--- config.mk ---
export PLATFORM = sky130hd
export DESIGN_NAME = integer_to_ascii_radix_flat
export DESIGN_NICKNAME = d
export VERILOG_FILES = /design/src/itoa_pkg.sv /design/src/itoa_in_if.sv /design/src/itoa_out_if.sv /design/src/integer_to_ascii_radix.sv /design/src/itoa_divider.sv /design/src/itoa_digit_store.sv /design/src/flat_wrapper.sv
export SDC_FILE = /design/constraint.sdc
export NUM_CORES = 1
export LEC_CHECK = 0
export BUFFER_PORTS_ARGS = -buffer_cell sky130_fd_sc_hd__buf_4
export CAP_MARGIN = 0
export CORE_MARGIN = 2
export CORE_UTILIZATION = 36
export DETAILED_ROUTE_END_ITERATION = 7
export GPL_TIMING_DRIVEN = 0
export PLACE_DENSITY = 0.55
export SETUP_SLACK_MARGIN = 0.3
export SLEW_MARGIN = 20
export SYNTH_ARGS = -nofsm -noshare
export SYNTH_HDL_FRONTEND = slang
export SYNTH_HIERARCHICAL = 1
export SYNTH_SLANG_ARGS = --single-unit
--- constraint.sdc ---
create_clock -name clk -period 8.49 [get_ports clk]
set_input_delay 0.4245 -clock clk [delete_from_list [all_inputs] [get_ports clk]]
set_output_delay 0.4245 -clock clk [all_outputs]
set_load 0.02 [all_outputs]
--- src/itoa_pkg.sv ---
// Shared types, constants and helpers for the integer to ASCII radix converter.
// No dependencies; every other file of the block uses this package.
`default_nettype none

package itoa_pkg;

    localparam int unsigned WORD_BITS_DEFAULT = 32;

    localparam int unsigned RADIX_FIELD_W = 8;
    localparam int unsigned RADIX_W       = 5;
    localparam int unsigned DIGIT_W       = 4;
    localparam int unsigned CHAR_W        = 8;
    localparam int unsigned LEN_W         = 6;

    localparam logic [RADIX_FIELD_W-1:0] RADIX_MIN    = 8'd2;
    localparam logic [RADIX_FIELD_W-1:0] RADIX_MAX    = 8'd16;
    localparam logic [RADIX_FIELD_W-1:0] RADIX_SIGNED = 8'd10;

    localparam logic [CHAR_W-1:0] CHAR_MINUS = 8'h2d;
    localparam logic [CHAR_W-1:0] CHAR_NONE  = 8'h00;
    localparam logic [CHAR_W-1:0] CHAR_ZERO  = 8'h30;
    // 'a' minus ten, so that a digit of ten or more maps onto 'a'..'f'.
    localparam logic [CHAR_W-1:0] CHAR_ALPHA_BASE = 8'h57;
    localparam logic [DIGIT_W-1:0] DIGIT_TEN = 4'd10;

    typedef enum logic [2:0] {
        ST_IDLE,
        ST_BAD,
        ST_DIVIDE,
        ST_SIGN,
        ST_READ,
        ST_EMIT
    } itoa_state_t;

    typedef struct packed {
        logic start;
        logic resume;
    } div_cmd_t;

    typedef struct packed {
        logic                done;
        logic                quo_zero;
        logic [DIGIT_W-1:0]  digit;
    } div_stat_t;

    function automatic logic [CHAR_W-1:0] digit_char(input logic [DIGIT_W-1:0] d);
        logic [CHAR_W-1:0] wide;
        wide = {{(CHAR_W-DIGIT_W){1'b0}}, d};
        if (d < DIGIT_TEN)
            return CHAR_ZERO + wide;
        else
            return CHAR_ALPHA_BASE + wide;
    endfunction

endpackage

`default_nettype wire

--- src/itoa_in_if.sv ---
// Input channel of the converter: one beat carries a word, a radix and a mode.
// Depends on itoa_pkg for the default word width and the radix field width.
`default_nettype none

interface itoa_in_if #(
    parameter int unsigned WORD_BITS = itoa_pkg::WORD_BITS_DEFAULT
);
    logic                                  valid;
    logic                                  ready;
    logic                                  mode;
    logic [WORD_BITS-1:0]                  value;
    logic [itoa_pkg::RADIX_FIELD_W-1:0]    radix;

    modport source (output valid, mode, value, radix, input ready);
    modport sink   (input valid, mode, value, radix, output ready);
endinterface

`default_nettype wire

--- src/itoa_out_if.sv ---
// Output channel of the converter: one beat carries one ASCII character.
// Depends on itoa_pkg for the field widths.
`default_nettype none

interface itoa_out_if;
    logic                            valid;
    logic                            ready;
    logic [itoa_pkg::CHAR_W-1:0]     char_code;
    logic                            last;
    logic                            invalid;
    logic [itoa_pkg::LEN_W-1:0]      length;

    modport source (output valid, char_code, last, invalid, length, input ready);
    modport sink   (input valid, char_code, last, invalid, length, output ready);
endinterface

`default_nettype wire

--- src/integer_to_ascii_radix.sv ---
// Integer to ASCII converter, radix 2 to 16; top level with the control sequencer.
// Depends on itoa_pkg, itoa_in_if, itoa_out_if, itoa_divider and itoa_digit_store.
//
// word_ch takes one beat per conversion: mode, value and radix. char_ch returns one
// beat per character, most significant digit first, with last on the final one and
// the total length on every beat. A radix outside 2..16 returns a single beat with
// invalid and last set and no character. A minus sign leads only for signed mode in
// radix 10 with a negative word.
// Each digit comes from the bit-serial divider, which produces one quotient bit per
// cycle; each character is then read from the digit store and loaded into the
// output register, after the minus sign when there is one. An invalid radix goes
// straight to loading its single invalid beat.
// One word is converted at a time. word_ch.ready rises again as soon as the final
// beat sits in the output register, so the next word can enter while it waits.
// A stalled receiver holds the output register and the sequencer waits with it.
// Reset clears the sequencer and the output valid; the store needs no clearing.
`default_nettype none

module integer_to_ascii_radix #(
    parameter int unsigned WORD_BITS = itoa_pkg::WORD_BITS_DEFAULT
) (
    input  logic            clk,
    input  logic            rst_n,
    itoa_in_if.sink         word_ch,
    itoa_out_if.source      char_ch
);
    import itoa_pkg::*;

    localparam int unsigned AW    = $clog2(WORD_BITS);
    localparam int unsigned CNT_W = $clog2(WORD_BITS + 1);

    itoa_state_t state_reg;
    itoa_state_t state_next;

    logic                  neg_reg;
    logic [RADIX_W-1:0]    radix_reg;
    logic [CNT_W-1:0]      count_reg;
    logic [AW-1:0]         rd_ptr_reg;
    logic [LEN_W-1:0]      len_reg;

    logic                  out_valid_reg;
    logic [CHAR_W-1:0]     out_char_reg;
    logic                  out_last_reg;
    logic                  out_invalid_reg;
    logic [LEN_W-1:0]      out_len_reg;

    logic                  in_fire;
    logic                  radix_bad;
    logic                  is_neg;
    logic                  load_ok;
    logic [WORD_BITS-1:0]  dividend;
    logic [CNT_W-1:0]      count_plus;
    logic                  div_finish;

    div_cmd_t              div_cmd;
    div_stat_t             div_stat;

    logic                  st_we;
    logic                  st_re;
    logic [DIGIT_W-1:0]    st_rdata;

    logic                  ready_out;
    logic                  out_load;
    logic [CHAR_W-1:0]     char_sel;
    logic                  last_sel;
    logic                  invalid_sel;
    logic [LEN_W-1:0]      len_sel;

    assign in_fire    = word_ch.valid && word_ch.ready;
    assign radix_bad  = (word_ch.radix < RADIX_MIN) || (word_ch.radix > RADIX_MAX);
    assign is_neg     = word_ch.mode && (word_ch.radix == RADIX_SIGNED)
                        && word_ch.value[WORD_BITS-1];
    assign dividend   = is_neg ? (~word_ch.value + WORD_BITS'(1)) : word_ch.value;
    assign load_ok    = !out_valid_reg || char_ch.ready;
    assign count_plus = count_reg + CNT_W'(1);
    assign div_finish = (state_reg == ST_DIVIDE) && div_stat.done && div_stat.quo_zero;

    itoa_divider #(
        .WORD_BITS (WORD_BITS)
    ) u_divider (
        .clk      (clk),
        .rst_n    (rst_n),
        .cmd      (div_cmd),
        .dividend (dividend),
        .radix    (radix_reg),
        .stat     (div_stat)
    );

    itoa_digit_store #(
        .DEPTH (WORD_BITS)
    ) u_store (
        .clk   (clk),
        .we    (st_we),
        .waddr (count_reg[AW-1:0]),
        .wdata (div_stat.digit),
        .re    (st_re),
        .raddr (rd_ptr_reg),
        .rdata (st_rdata)
    );

    always_comb
    begin
        state_next = state_reg;
        unique case (state_reg)
            ST_IDLE:
            begin
                if (in_fire)
                    state_next = radix_bad ? ST_BAD : ST_DIVIDE;
            end
            ST_BAD:
            begin
                if (load_ok)
                    state_next = ST_IDLE;
            end
            ST_DIVIDE:
            begin
                if (div_finish)
                    state_next = neg_reg ? ST_SIGN : ST_READ;
            end
            ST_SIGN:
            begin
                if (load_ok)
                    state_next = ST_READ;
            end
            ST_READ:
            begin
                state_next = ST_EMIT;
            end
            ST_EMIT:
            begin
                if (load_ok)
                    state_next = (rd_ptr_reg == '0) ? ST_IDLE : ST_READ;
            end
            default:
            begin
                state_next = ST_IDLE;
            end
        endcase
    end

    always_comb
    begin
        ready_out      = 1'b0;
        div_cmd.start  = 1'b0;
        div_cmd.resume = 1'b0;
        st_we          = 1'b0;
        st_re          = 1'b0;
        out_load       = 1'b0;
        char_sel       = CHAR_NONE;
        last_sel       = 1'b0;
        invalid_sel    = 1'b0;
        len_sel        = len_reg;
        unique case (state_reg)
            ST_IDLE:
            begin
                ready_out     = 1'b1;
                div_cmd.start = word_ch.valid && !radix_bad;
            end
            ST_BAD:
            begin
                out_load    = load_ok;
                last_sel    = 1'b1;
                invalid_sel = 1'b1;
                len_sel     = '0;
            end
            ST_DIVIDE:
            begin
                st_we          = div_stat.done;
                div_cmd.resume = div_stat.done && !div_stat.quo_zero;
            end
            ST_SIGN:
            begin
                out_load = load_ok;
                char_sel = CHAR_MINUS;
            end
            ST_READ:
            begin
                st_re = 1'b1;
            end
            ST_EMIT:
            begin
                out_load = load_ok;
                char_sel = digit_char(st_rdata);
                last_sel = (rd_ptr_reg == '0);
            end
            default:
            begin
                ready_out = 1'b0;
            end
        endcase
    end

    always_ff @(posedge clk or negedge rst_n)
    begin
        if (!rst_n)
        begin
            state_reg     <= ST_IDLE;
            out_valid_reg <= 1'b0;
            count_reg     <= '0;
            rd_ptr_reg    <= '0;
        end
        else
        begin
            state_reg <= state_next;
            if (out_load)
                out_valid_reg <= 1'b1;
            else if (char_ch.ready)
                out_valid_reg <= 1'b0;

            if (div_cmd.start)
                count_reg <= '0;
            else if (st_we)
                count_reg <= count_plus;

            // The most significant digit sits at the last index written.
            if (div_finish)
                rd_ptr_reg <= count_reg[AW-1:0];
            else if ((state_reg == ST_EMIT) && load_ok && (rd_ptr_reg != '0))
                rd_ptr_reg <= rd_ptr_reg - AW'(1);
        end
    end

    always_ff @(posedge clk)
    begin
        if (in_fire)
        begin
            neg_reg   <= is_neg;
            radix_reg <= word_ch.radix[RADIX_W-1:0];
        end
        if (div_finish)
            len_reg <= LEN_W'(count_plus) + LEN_W'(neg_reg);
        if (out_load)
        begin
            out_char_reg    <= char_sel;
            out_last_reg    <= last_sel;
            out_invalid_reg <= invalid_sel;
            out_len_reg     <= len_sel;
        end
    end

    assign word_ch.ready     = ready_out;
    assign char_ch.valid     = out_valid_reg;
    assign char_ch.char_code = out_char_reg;
    assign char_ch.last      = out_last_reg;
    assign char_ch.invalid   = out_invalid_reg;
    assign char_ch.length    = out_len_reg;

`ifndef ASSERT_OFF
    a_invalid_shape: assert property (@(posedge clk) disable iff (!rst_n)
        (char_ch.valid && char_ch.invalid) |-> (char_ch.last && char_ch.length == '0))
        else $error("invalid beat without last or with a nonzero length");

    a_done_in_divide: assert property (@(posedge clk) disable iff (!rst_n)
        div_stat.done |-> (state_reg == ST_DIVIDE))
        else $error("divider finished a digit outside the divide phase");

    a_ptr_in_range: assert property (@(posedge clk) disable iff (!rst_n)
        (state_reg == ST_EMIT) |-> (CNT_W'(rd_ptr_reg) < count_reg))
        else $error("digit read pointer beyond the digits found");

    a_read_then_emit: assert property (@(posedge clk) disable iff (!rst_n)
        (state_reg == ST_READ) |=> (state_reg == ST_EMIT))
        else $error("store read not followed by a character load");
`endif

endmodule

`default_nettype wire

--- src/itoa_divider.sv ---
// Bit-serial restoring divider: one quotient bit per cycle, remainder is one digit.
// Depends on itoa_pkg for the command and status structs.
`default_nettype none

module itoa_divider #(
    parameter int unsigned WORD_BITS = itoa_pkg::WORD_BITS_DEFAULT
) (
    input  logic                          clk,
    input  logic                          rst_n,
    input  itoa_pkg::div_cmd_t            cmd,
    input  logic [WORD_BITS-1:0]          dividend,
    input  logic [itoa_pkg::RADIX_W-1:0]  radix,
    output itoa_pkg::div_stat_t           stat
);
    import itoa_pkg::*;

    localparam int unsigned CNT_W = $clog2(WORD_BITS);

    logic [WORD_BITS-1:0] quo_reg;
    logic [WORD_BITS-1:0] quo_next;
    logic [DIGIT_W-1:0]   rem_reg;
    logic [DIGIT_W-1:0]   rem_next;
    logic [CNT_W-1:0]     cnt_reg;
    logic                 busy_reg;
    logic                 done_reg;

    logic [RADIX_W-1:0]   trial;
    logic [RADIX_W-1:0]   diff;
    logic                 fits;
    logic                 cnt_last;
    logic                 launch;

    assign trial    = {rem_reg, quo_reg[WORD_BITS-1]};
    assign fits     = (trial >= radix);
    assign diff     = trial - radix;
    // The partial remainder always stays below the radix, so four bits hold it.
    assign rem_next = fits ? diff[DIGIT_W-1:0] : trial[DIGIT_W-1:0];
    assign quo_next = {quo_reg[WORD_BITS-2:0], fits};
    assign cnt_last = (cnt_reg == CNT_W'(WORD_BITS - 1));
    assign launch   = cmd.start || cmd.resume;

    always_ff @(posedge clk)
    begin
        if (cmd.start)
        begin
            quo_reg <= dividend;
            rem_reg <= '0;
        end
        else if (cmd.resume)
        begin
            rem_reg <= '0;
        end
        else if (busy_reg)
        begin
            quo_reg <= quo_next;
            rem_reg <= rem_next;
        end
    end

    always_ff @(posedge clk or negedge rst_n)
    begin
        if (!rst_n)
        begin
            cnt_reg  <= '0;
            busy_reg <= 1'b0;
            done_reg <= 1'b0;
        end
        else
        begin
            done_reg <= busy_reg && cnt_last && !launch;
            if (launch)
            begin
                cnt_reg  <= '0;
                busy_reg <= 1'b1;
            end
            else if (busy_reg)
            begin
                cnt_reg <= cnt_reg + CNT_W'(1);
                if (cnt_last)
                    busy_reg <= 1'b0;
            end
        end
    end

    assign stat.done     = done_reg;
    assign stat.quo_zero = (quo_reg == {WORD_BITS{1'b0}});
    assign stat.digit    = rem_reg;

endmodule

`default_nettype wire

--- src/itoa_digit_store.sv ---
// Digit store: one write port and one registered read port, four bits per entry.
// Depends on itoa_pkg for the digit width.
`default_nettype none

module itoa_digit_store #(
    parameter int unsigned DEPTH = itoa_pkg::WORD_BITS_DEFAULT
) (
    input  logic                          clk,
    input  logic                          we,
    input  logic [$clog2(DEPTH)-1:0]      waddr,
    input  logic [itoa_pkg::DIGIT_W-1:0]  wdata,
    input  logic                          re,
    input  logic [$clog2(DEPTH)-1:0]      raddr,
    output logic [itoa_pkg::DIGIT_W-1:0]  rdata
);
    import itoa_pkg::*;

    logic [DIGIT_W-1:0] mem [DEPTH];
    logic [DIGIT_W-1:0] rdata_reg;

    always_ff @(posedge clk)
    begin
        if (we)
            mem[waddr] <= wdata;
    end

    always_ff @(posedge clk)
    begin
        if (re)
            rdata_reg <= mem[raddr];
    end

    assign rdata = rdata_reg;

endmodule

`default_nettype wire

--- src/flat_wrapper.sv ---
// flat-port wrapper written by rule: the top's interface ports become plain ports
module integer_to_ascii_radix_flat import itoa_pkg::*;
#(
    parameter int unsigned WORD_BITS = itoa_pkg::WORD_BITS_DEFAULT
)
  (clk, rst_n, word_ch_valid, word_ch_mode, word_ch_value, word_ch_radix, word_ch_ready, char_ch_valid, char_ch_char_code, char_ch_last, char_ch_invalid, char_ch_length, char_ch_ready);
  itoa_in_if #(.WORD_BITS(WORD_BITS)) word_ch_i ();
  itoa_out_if char_ch_i ();
  input  logic clk;
  input  logic rst_n;
  input wire logic [$bits(word_ch_i.valid)-1:0] word_ch_valid;
  input wire logic [$bits(word_ch_i.mode)-1:0] word_ch_mode;
  input wire logic [$bits(word_ch_i.value)-1:0] word_ch_value;
  input wire logic [$bits(word_ch_i.radix)-1:0] word_ch_radix;
  output wire logic [$bits(word_ch_i.ready)-1:0] word_ch_ready;
  output wire logic [$bits(char_ch_i.valid)-1:0] char_ch_valid;
  output wire logic [$bits(char_ch_i.char_code)-1:0] char_ch_char_code;
  output wire logic [$bits(char_ch_i.last)-1:0] char_ch_last;
  output wire logic [$bits(char_ch_i.invalid)-1:0] char_ch_invalid;
  output wire logic [$bits(char_ch_i.length)-1:0] char_ch_length;
  input wire logic [$bits(char_ch_i.ready)-1:0] char_ch_ready;
  assign word_ch_i.valid = word_ch_valid;
  assign word_ch_i.mode = word_ch_mode;
  assign word_ch_i.value = word_ch_value;
  assign word_ch_i.radix = word_ch_radix;
  assign word_ch_ready = word_ch_i.ready;
  assign char_ch_valid = char_ch_i.valid;
  assign char_ch_char_code = char_ch_i.char_code;
  assign char_ch_last = char_ch_i.last;
  assign char_ch_invalid = char_ch_i.invalid;
  assign char_ch_length = char_ch_i.length;
  assign char_ch_i.ready = char_ch_ready;
  integer_to_ascii_radix #(.WORD_BITS(WORD_BITS)) u_core (.clk(clk), .rst_n(rst_n), .word_ch(word_ch_i), .char_ch(char_ch_i));
endmodule
==> impl_metrics.toml, run 1 <==
[run_status]
status = "finished clean"

[critical_path]
crit_arrival_ns = 3.39
cp_slowest_cell = "nor3_1"
required_ns = 8.71
crit_chain = "clkbuf_1 -> nor3_1 -> nand2_1 -> nor2_1 -> clkbuf_1 -> buf_2 -> o21bai_4 -> buf_16"
cp-end-kind = "flop"
cpMostUsedCell = "clkbuf_1"
slowest_delay_ns = 0.47
start_kind = "flop"
crit_buf_inv = 4
critical_path_class = "reg -> reg"
path_max_fanout = 20
cp_top_family = "buffers and inverters"

[pwr]
leakage_nw = 4.03
power_mw = 3.32
power_frac_seq_pct = 45.3
combPwrFrac_pct = 25.7
pwr-share-clk_pct = 29.0
swShare_pct = 29.7
powerDensity_nw_per_um2 = 284
switchingPower_uw = 986
vdd_ir_drop_max_v = 0.000123
internal_power_mw = 2.33

[drt]
drt_first_iter_violations = 466
finalWirelength_um = 21300
ant_nets = 0
remaining_drc_errors = 0
vias = 5869
wl_per_cell_um = 18.6
first_pass_iters = 5
drt-vias-per-instance = 5.13

[timing]
min_period_ns = 3.17
worst_pin_slew_ns = 0.830
setup_viol = 0
slew_viol_final = 0
setup-tns-final_ns = 0
max_slew_margin_pct = 44.6
finalCritPeriodShare_pct = 37.4
rsz0062_at_grt = "false"
fmax_ghz = 0.315
hold_violations = 0
skew_ns = 0.0144

[floorplanning]
core-area_um2 = 27100
fp.dieH_um = 171
start_util_pct = 36.8
die_area_um2 = 29100
dieWidth_um = 171
io_pins = 63
rows = 60

[placement]
gp_congestion = 0.834
io_buffers = 60
dp_hpwl_um = 15100

[synthesis]
yosys-top-cells-area = "edfxtp_1 (57%), mux4_2 (9.0%), dfrtp_1 (5.5%)"
synthesis.area_um2 = 9990
async_flop_share_pct = 10.1
synth_warnings = 6
synth_cells = 668
synth_seq_cells = 217
synth_edf_count = 191
syn_avg_cell_area_um2 = 14.9
yosysTopAreaCellShare_pct = 57.4
synth_flop_cell = "edfxtp_1"
synth_cell_types = 61
netlist.top_cell.by_area = "edfxtp_1"
syn_nets = 727
seq_area_frac_synth_pct = 63.8

[cts]
clk_latency_ns = 0.52
clk_pin_slew_ns = 0.07
cts_max_level = 1
cts-root-buf = "clkbuf_16"
cts_tree = "built"
cts_sinks = 217
cts_buffer_depth = 3
cts_made_buffers = 24

[final_layout]
postLayoutCoreUtil_pct = 43.1
n_fill_cell = 2452
nNetsFinal = 815
area_growth_pct = 17.1
largest_reg_flops = 128
antenna_cells = 0
drive_above_1_share_pct = 26.7

[global_routing]
antenna_found_initial = 0
grt_max_degree = 36
grtUsageTotal_pct = 14.9
grt.overflow.total = 0
grt_pass1_wl_um = 33500
grt_pass1_vias = 6037

[run]
cap_viol_max_count = 0

[min_path]
hp-class = "in -> reg"
synth_stat cells, types with 9 or more instances:
cell type  instances
a21oi_1           19
clkbuf_1          11
dfrtp_1           22
edfxtp_1         191
ha_1              13
inv_1             22
mux2_2            35
mux4_2            40
nand2_1           29
nand2b_1           9
nor2_1            72
nor3_1            10
nor4_1            12
o21ai_0           20
xnor2_1           28
xor2_1            22
routing by layer:
layer	up-vias	GRT usage [%]	part of all wire (%)
met5	-	0	0
met4	0	3.20	1.7
met3	27	2.68	4.9
met2	137	24.9	48
met1	2969	20.5	45
li1	2736	-	-
final timing paths:
check / start / end / slack, ns / cells after the start
worst max-delay path: u_core/state_reg[2] / u_core/u_divider/quo_reg[11] / 5.32 / 8
max in group asynchronous: rst_n / u_core/u_divider/cnt_reg[2] / 7.91 / 2
worst min-delay path: word_ch_radix[3] / u_core/radix_reg[3] / 0.11 / 1
worst max register to register: u_core/state_reg[2] / u_core/u_divider/quo_reg[11] / 5.32 / 8
min in group asynchronous: rst_n / u_core/char_ch.valid / 0.34 / 2
worst min register to register: u_core/len_reg[5] / u_core/char_ch.length[5] / 0.54 / 1
metrics by stage:
stage / instances / hold WS, ns / setup slack, ns / cell area [µm²]
final: 1143 / 0.107 / 5.32 / 11700
after global routing: 1143 / 0.0919 / 5.03 / 11700
after CTS: 1143 / 0.0876 / 5.31 / 11700
after detailed placement: 1101 / 0.332 / 5.09 / 10900
after global placement: 1100 / 0.331 / 4.33 / 10900
after floorplan: 668 / 0.129 / 5.09 / 9990
power groups by stage:
stage / clock network (mW) / registers, mW / logic, mW
floorplan: 0 / 1.50 / 0.573
global placement: 0 / 1.52 / 0.836
CTS: 0.991 / 1.51 / 0.864
finish: 0.961 / 1.50 / 0.854
global route: 1.03 / 1.52 / 0.929
detailed placement: 0 / 1.53 / 0.862
cells in the final DEF, fill, tap and decap left out, drive strengths merged, types with 3 or more instances in the layout:
cell,netlist,routed
clkbuf,11,40
o21a,3,3
a31oi,6,6
buf,14,75
mux2,36,36
nor2,72,72
nor3b,4,4
or3,3,3
nor2b,7,7
mux2i,7,7
dfrtp,22,22
clkinv,1,12
or4,4,4
nor3,11,11
ha,13,13
xor2,22,22
nor4,12,12
nand4,6,6
nand2,29,29
nand2b,9,9
dfxtp,4,4
nand3b,7,7
edfxtp,191,191
o21ai,20,20
and3,4,4
a21oi,20,20
mux4,40,40
or3b,4,4
xnor2,28,28
o211ai,3,3
inv,22,23
o31ai,4,4
nand3,7,7
logic make-up after synthesis:
logic type,count (synthesis),synth area share (%)
mux,83,13.8
simple gates,187,9.77
xor+xnor,50,4.39
buf+inv,48,2.19
other cells,1,0.0376
flops,217,63.8
compound gates,67,4.11
fa+ha+maj,15,1.93
area by class of cell:
type,count,area (µm²),share of cell area [%]
Buffer,25,133,1.13
Clock buffer,29,661,5.65
Clock inverter,12,71.3,0.610
Inverter,23,86.3,0.739
Multi-Input combinational cell,403,3410,29.2
Sequential cell,217,6370,54.5
Tap cell,372,465,3.98
Timing Repair Buffer,62,488,4.17
timing repair:
action,4_1_cts,5_1_grt
hold endpoints to repair,22,0
buffers inserted,0,0
hold buffers,1,0
gates resized for setup,0,0
(Power assumes the default switching activity.)
==> run 2: changes to the inputs <==
ABC_AREA = 1   (was not set)
PLACE_DENSITY = 0.57   (was 0.55)
clock period = 2.64 ns   (was 8.49 ns; I/O delays follow)
==> run 2 against run 1 <==
- synthesized area is 11% higher
- global-route usage is 2.0 points higher
- utilization is 0.32 points lower
- register-to-register slack worse by 5.1 ns
- flip-flop and latch count stayed put
- total power grew to 4.0 times the previous value
- largest cell class unchanged
- critical path depth is 3 lower
- combinational power grew to 5.1 times the previous value
- die area is 10% higher
- routed wire length is 27% higher
- synthesized cell count is 82% higher
==> impl_metrics.toml, run 2 <==
[floorplanning]
rows = 64
io_pins = 63
start_util_pct = 36.3
core-area_um2 = 30400
dieWidth_um = 179
die_area_um2 = 32100
fp.dieH_um = 179

[synthesis]
synth_most_common_cell = "nand2_1"
netlist.top_cell.by_area = "edfxtp_1"
synth_flop_cell = "edfxtp_1"
synth_common_cells = "nand2_1 (431), edfxtp_1 (191), nand3_1 (135)"
synth_warnings = 6
syn_avg_cell_area_um2 = 9.09
seq_area_frac_synth_pct = 57.6
syn_nets = 1275
yosys-top-cells-area = "edfxtp_1 (52%), nand2_1 (15%), nand3_1 (6.1%)"
synthesis.area_um2 = 11100
synth_cells = 1216
synth_cell_types = 46
async_flop_share_pct = 10.1
yosysTopAreaCellShare_pct = 51.9
synth_seq_cells = 217
synth_edf_count = 191

[cts]
cts_max_level = 1
cts_made_buffers = 24
cts_tree = "built"
cts-root-buf = "clkbuf_16"
clk_latency_ns = 0.51
cts_buffer_depth = 3
clk_pin_slew_ns = 0.06
cts_sinks = 217

[pwr]
internal_power_mw = 8.53
powerDensity_nw_per_um2 = 1020
power_frac_seq_pct = 41.8
pwr-share-clk_pct = 25.2
swShare_pct = 35.7
switchingPower_mw = 4.74
leakage_nw = 5.37
vdd_ir_drop_max_v = 0.000488
combPwrFrac_pct = 33.0

[timing]
slew_viol_final = 0
setup_viol = 0
max_slew_margin_pct = 48.1
finalCritPeriodShare_pct = 90.1
skew_ns = 0.0128
min_period_ns = 2.38
worst_pin_slew_ns = 0.779
fmax_ghz = 0.420
rsz0062_at_grt = "true"
hold_violations = 0
hold_ws_ns = 0.0376

[global_routing]
grtUsageTotal_pct = 16.9
grt_pass1_wl_um = 42300
grt_pass1_vias = 8020
grt.overflow.total = 0
grt_max_degree = 36
antenna_found_initial = 0

[critical_path]
path_max_fanout = 11
start_kind = "flop"
critical_path_class = "reg -> reg"
cp-end-kind = "flop"
required_ns = 2.80
crit_arrival_ns = 2.54

[drt]
remaining_drc_errors = 0
wl_per_cell_um = 15.6
ant_nets = 0
drt_first_iter_violations = 678
finalWirelength_um = 27000
drt-vias-per-instance = 4.89
first_pass_iters = 5
vias = 8461

[placement]
dp_hpwl_um = 19300
dpl_cell_area_um2 = 12000
place_inst = 1674
gp_congestion = 0.868
io_buffers = 61

[run_status]
status = "finished clean"

[final_layout]
final_cell_mix = "nand2_1 (431), edfxtp_1 (191), nand3_1 (134), nor2_1 (115), inv_1 (101)"
fin_area_um2 = 13000
nNetsFinal = 1378
largest_reg_flops = 128
antenna_cells = 0
area_growth_pct = 17.9
drive_above_1_share_pct = 14.1
n_fill_cell = 2993
postLayoutCoreUtil_pct = 42.8
instances_no_fill = 1732
layout_commonest_cell = "nand2_1"

[run]
cap_viol_max_count = 0

[min_path]
hp-class = "in -> reg"
run 2: cell types whose count changed in the layout (fill, tap and decap cells not counted), sizes merged, moves of 36 or more:
cell / change
inv: +88
nand3: +132
mux4: -40
nor2: +64
nand2: +409
mux2: -36
run 2: cell families after synthesis:
group	Yosys count	share of synthesized area (%)
buffers and inverters	147	6.35
adder cells (fa/ha/maj)	14	1.65
AO/OA/AOI/OAI	64	3.33
AND/OR/NAND/NOR	746	28.9
other	1	0.0339
flip-flops	217	57.6
XOR/XNOR	27	2.14
run 2: stage by stage:
stage	setup WS [ns]	power, mW	TNS (ns)
6_report	0.260	13.3	0
5_1_grt	0.182	14.2	0
4_1_cts	0.306	13.4	0
3_5_place_dp	-0.345	9.88	-11.00
3_3_place_gp	-0.313	9.76	-10.0
2_1_floorplan	0.372	8.31	0
run 2: power groups by stage:
stage	clock, mW	sequential [mW]	combinational (mW)
2_1_floorplan	0	5.51	2.80
3_3_place_gp	0	5.66	4.10
3_5_place_dp	0	5.63	4.25
4_1_cts	3.41	5.57	4.39
5_1_grt	3.55	5.67	4.94
6_report	3.34	5.55	4.38
run 2: per-layer routing:
layer,GRT usage (%),share of wire (%)
met5,0,0
met4,3.97,1.6
met3,2.23,5.4
met2,28.7,48
met1,23.0,45
run 2: final timing paths:
check	from	end	slack, ns	depth (start not counted)
setup / recovery	u_core/state_reg[2]	u_core/u_store/mem[24][1]	0.26	5
hold / removal	word_ch_value[27]	u_core/u_divider/quo_reg[27]	0.04	5
setup reg to reg	u_core/state_reg[2]	u_core/u_store/mem[24][1]	0.26	5
hold reg to reg	u_core/u_divider/cnt_reg[3]	u_core/u_divider/cnt_reg[3]	0.48	1
max in group asynchronous	rst_n	u_core/count_reg[0]	2.33	2
min in group asynchronous	rst_n	u_core/state_reg[0]	0.08	2
run 2: timing repair:
action / CTS / global route
buffers inserted: 5 / 1
endpoints found under the setup margin: 83 / 91
hold endpoints to repair: 31 / 0
hold buffers: 8 / 0
gates resized for setup: 7 / 4
pin swaps: 3 / 0
gates cloned: 1 / 0
run 2: area by class of cell:
| type | count | area (µm²) | share of cell area, % |
|---|---|---|---|
| Multi-Input combinational cell | 853 | 4040 | 31.0 |
| Tap cell | 396 | 495 | 3.80 |
| Buffer | 35 | 277 | 2.12 |
| Inverter | 112 | 425 | 3.27 |
| Clock buffer | 31 | 658 | 5.05 |
| Clock inverter | 12 | 134 | 1.03 |
| Timing Repair Buffer | 76 | 623 | 4.78 |
| Sequential cell | 217 | 6370 | 48.9 |
run 2: critical path, cell delays in order (launching register included):
cell and delay (ns):
dfrtp_1 0.46, nor2_2 0.20, nand2_2 0.12, nor2_8 0.19, nand3_1 0.51, nor2_1 0.53
==> run 3: changes to the inputs <==
CORE_ASPECT_RATIO = 0.9   (was not set)
==> run 3 against run 2 <==
- routed wire length is 2.1% higher
- flip-flop and latch count is the same
- design area increased by 0.12%
- total power up 0.86%
- die area about the same
- critical path depth is the same
- setup slack better by 0.049 ns
- critical path type unchanged
- largest power group unchanged
==> impl_metrics.toml, run 3 (synthesized netlist as in run 2, its figures left out) <==
[run_status]
status = "finished clean"

[pwr]
switchingPower_mw = 4.80
internal_power_mw = 8.58
powerDensity_nw_per_um2 = 1030
power_frac_seq_pct = 41.8
swShare_pct = 35.8
pwr-share-clk_pct = 26.1
power_mw = 13.4
leakage_nw = 5.37
vdd_ir_drop_max_v = 0.000379
combPwrFrac_pct = 32.1

[placement]
dp_hpwl_um = 19800
gp_congestion = 0.903
place_inst = 1680
pre_cts_ws_ns = -0.391
io_buffers = 61

[floorplanning]
start_util_pct = 36.8
fp.dieH_um = 170
io_pins = 63
core-area_um2 = 30000
die_area_um2 = 32100
dieWidth_um = 189
rows = 60

[global_routing]
antenna_found_initial = 0
grt_max_degree = 36
grt_pass1_wl_um = 44200
use_met1_pct = 24.7
grtUsageMet3_pct = 2.33
grt_pass1_vias = 8231
grt_busiest_layer = "met2"
met2_usage_pct = 28.8
grt.overflow.total = 0
grtUsageTotal_pct = 17.6

[cts]
cts_max_level = 1
cts-root-buf = "clkbuf_16"
cts_sinks = 217
cts_buffer_depth = 3
cts_tree = "built"
clk_latency_ns = 0.52
clk_pin_slew_ns = 0.06
cts_made_buffers = 25

[drt]
wl_per_cell_um = 15.9
finalWirelength_um = 27600
first_pass_iters = 5
ant_nets = 0
drt-vias-per-instance = 4.85
remaining_drc_errors = 0
drt_first_iter_violations = 598
vias = 8435

[critical_path]
cp-end-kind = "flop"
crit_arrival_ns = 2.50
cp_slowest_cell = "nand3_1"
critical_path_class = "reg -> reg"
crit_chain = "nor2_2 -> nand2_2 -> nor2_8 -> nand3_1 -> nor2_1"
slowest_delay_ns = 0.51
start_kind = "flop"
required_ns = 2.81
path_max_fanout = 11

[timing]
setup-tns-final_ns = 0
rsz0062_at_grt = "true"
slew_viol_final = 0
worst_slack_ns = 0.310
min_period_ns = 2.33
hold_violations = 0
fmax_ghz = 0.429
setup_viol = 0
max_slew_margin_pct = 48.1
finalCritPeriodShare_pct = 88.3
worst_pin_slew_ns = 0.775
skew_ns = 0.0104

[final_layout]
postLayoutCoreUtil_pct = 43.4
final_cell_mix = "nand2_1 (430), edfxtp_1 (191), nand3_1 (135), nor2_1 (115), inv_1 (101)"
area_growth_pct = 18.0
drive_above_1_share_pct = 14.2
layout_commonest_cell = "nand2_1"
n_fill_cell = 2984
instances_no_fill = 1738
nNetsFinal = 1377
largest_reg_flops = 128
antenna_cells = 0

[run]
cap_viol_max_count = 0

[min_path]
hp-class = "in -> reg"
run 3: power groups by stage:
stage                     registers [mW]  logic (mW)  clock network, mW
after floorplan                     5.51        2.80                  0
after global placement              5.68        4.10                  0
after detailed placement            5.69        4.18                  0
after CTS                           5.62        4.28               3.59
after global routing                5.72        4.84               3.72
final                               5.59        4.29               3.50
run 3: worst paths after layout:
| kind | endpoint | startpoint | cells past startpoint | slack, ns |
|---|---|---|---|---|
| worst max-delay path | u_core/u_store/mem[7][3] | u_core/state_reg[2] | 5 | 0.31 |
| max in group asynchronous | u_core/u_divider/cnt_reg[3] | rst_n | 2 | 2.33 |
| worst min-delay path | u_core/u_divider/quo_reg[3] | word_ch_value[3] | 4 | 0.04 |
| worst min register to register | u_core/u_divider/cnt_reg[3] | u_core/u_divider/cnt_reg[3] | 1 | 0.48 |
| worst max register to register | u_core/u_store/mem[7][3] | u_core/state_reg[2] | 5 | 0.31 |
| min in group asynchronous | u_core/state_reg[2] | rst_n | 2 | 0.07 |
run 3: critical path, delay by kind of cell (launching register included):
kind             cells  cell delay (ns)
AND/OR/NAND/NOR      5             1.53
flip-flops           1             0.46
run 3: what timing repair did:
| item | CTS | global route |
|---|---|---|
| pin swaps | 2 | 1 |
| endpoints found under the setup margin | 70 | 72 |
| resized for setup | 5 | 7 |
| endpoints found under the hold margin | 31 | 0 |
| hold buffers | 8 | 0 |
| cloned | 2 | 0 |
| buffers inserted | 3 | 1 |
run 3: per-layer routing:
layer  wire length (µm)  vias up  part of all wire [%]
li1                   -     4227                     -
met1              12600     3927                    46
met2              12500      242                    46
met3               1800       39                   6.5
met4                569        0                   2.1
met5                  0        -                     0
run 3: metrics by stage:
step                hold WS (ns)  area (µm²)
floorplan                 -0.164       11100
global placement          0.0477       12000
detailed placement        0.0504       12000
CTS                       0.0218       13000
global route              0.0555       13000
finish                    0.0401       13000
run 3: area by class of cell:
cell class              count  area [µm²]  share of cell area, %
well taps                 403         504                   3.87
clock buffers              29         661                   5.07
repair buffers             73         568                   4.36
multi-input cells         854        4060                   31.1
clock inverters            15         179                   1.37
flip-flops and latches    217        6370                   48.8
inverters                 112         425                   3.26
plain buffers              35         277                   2.12
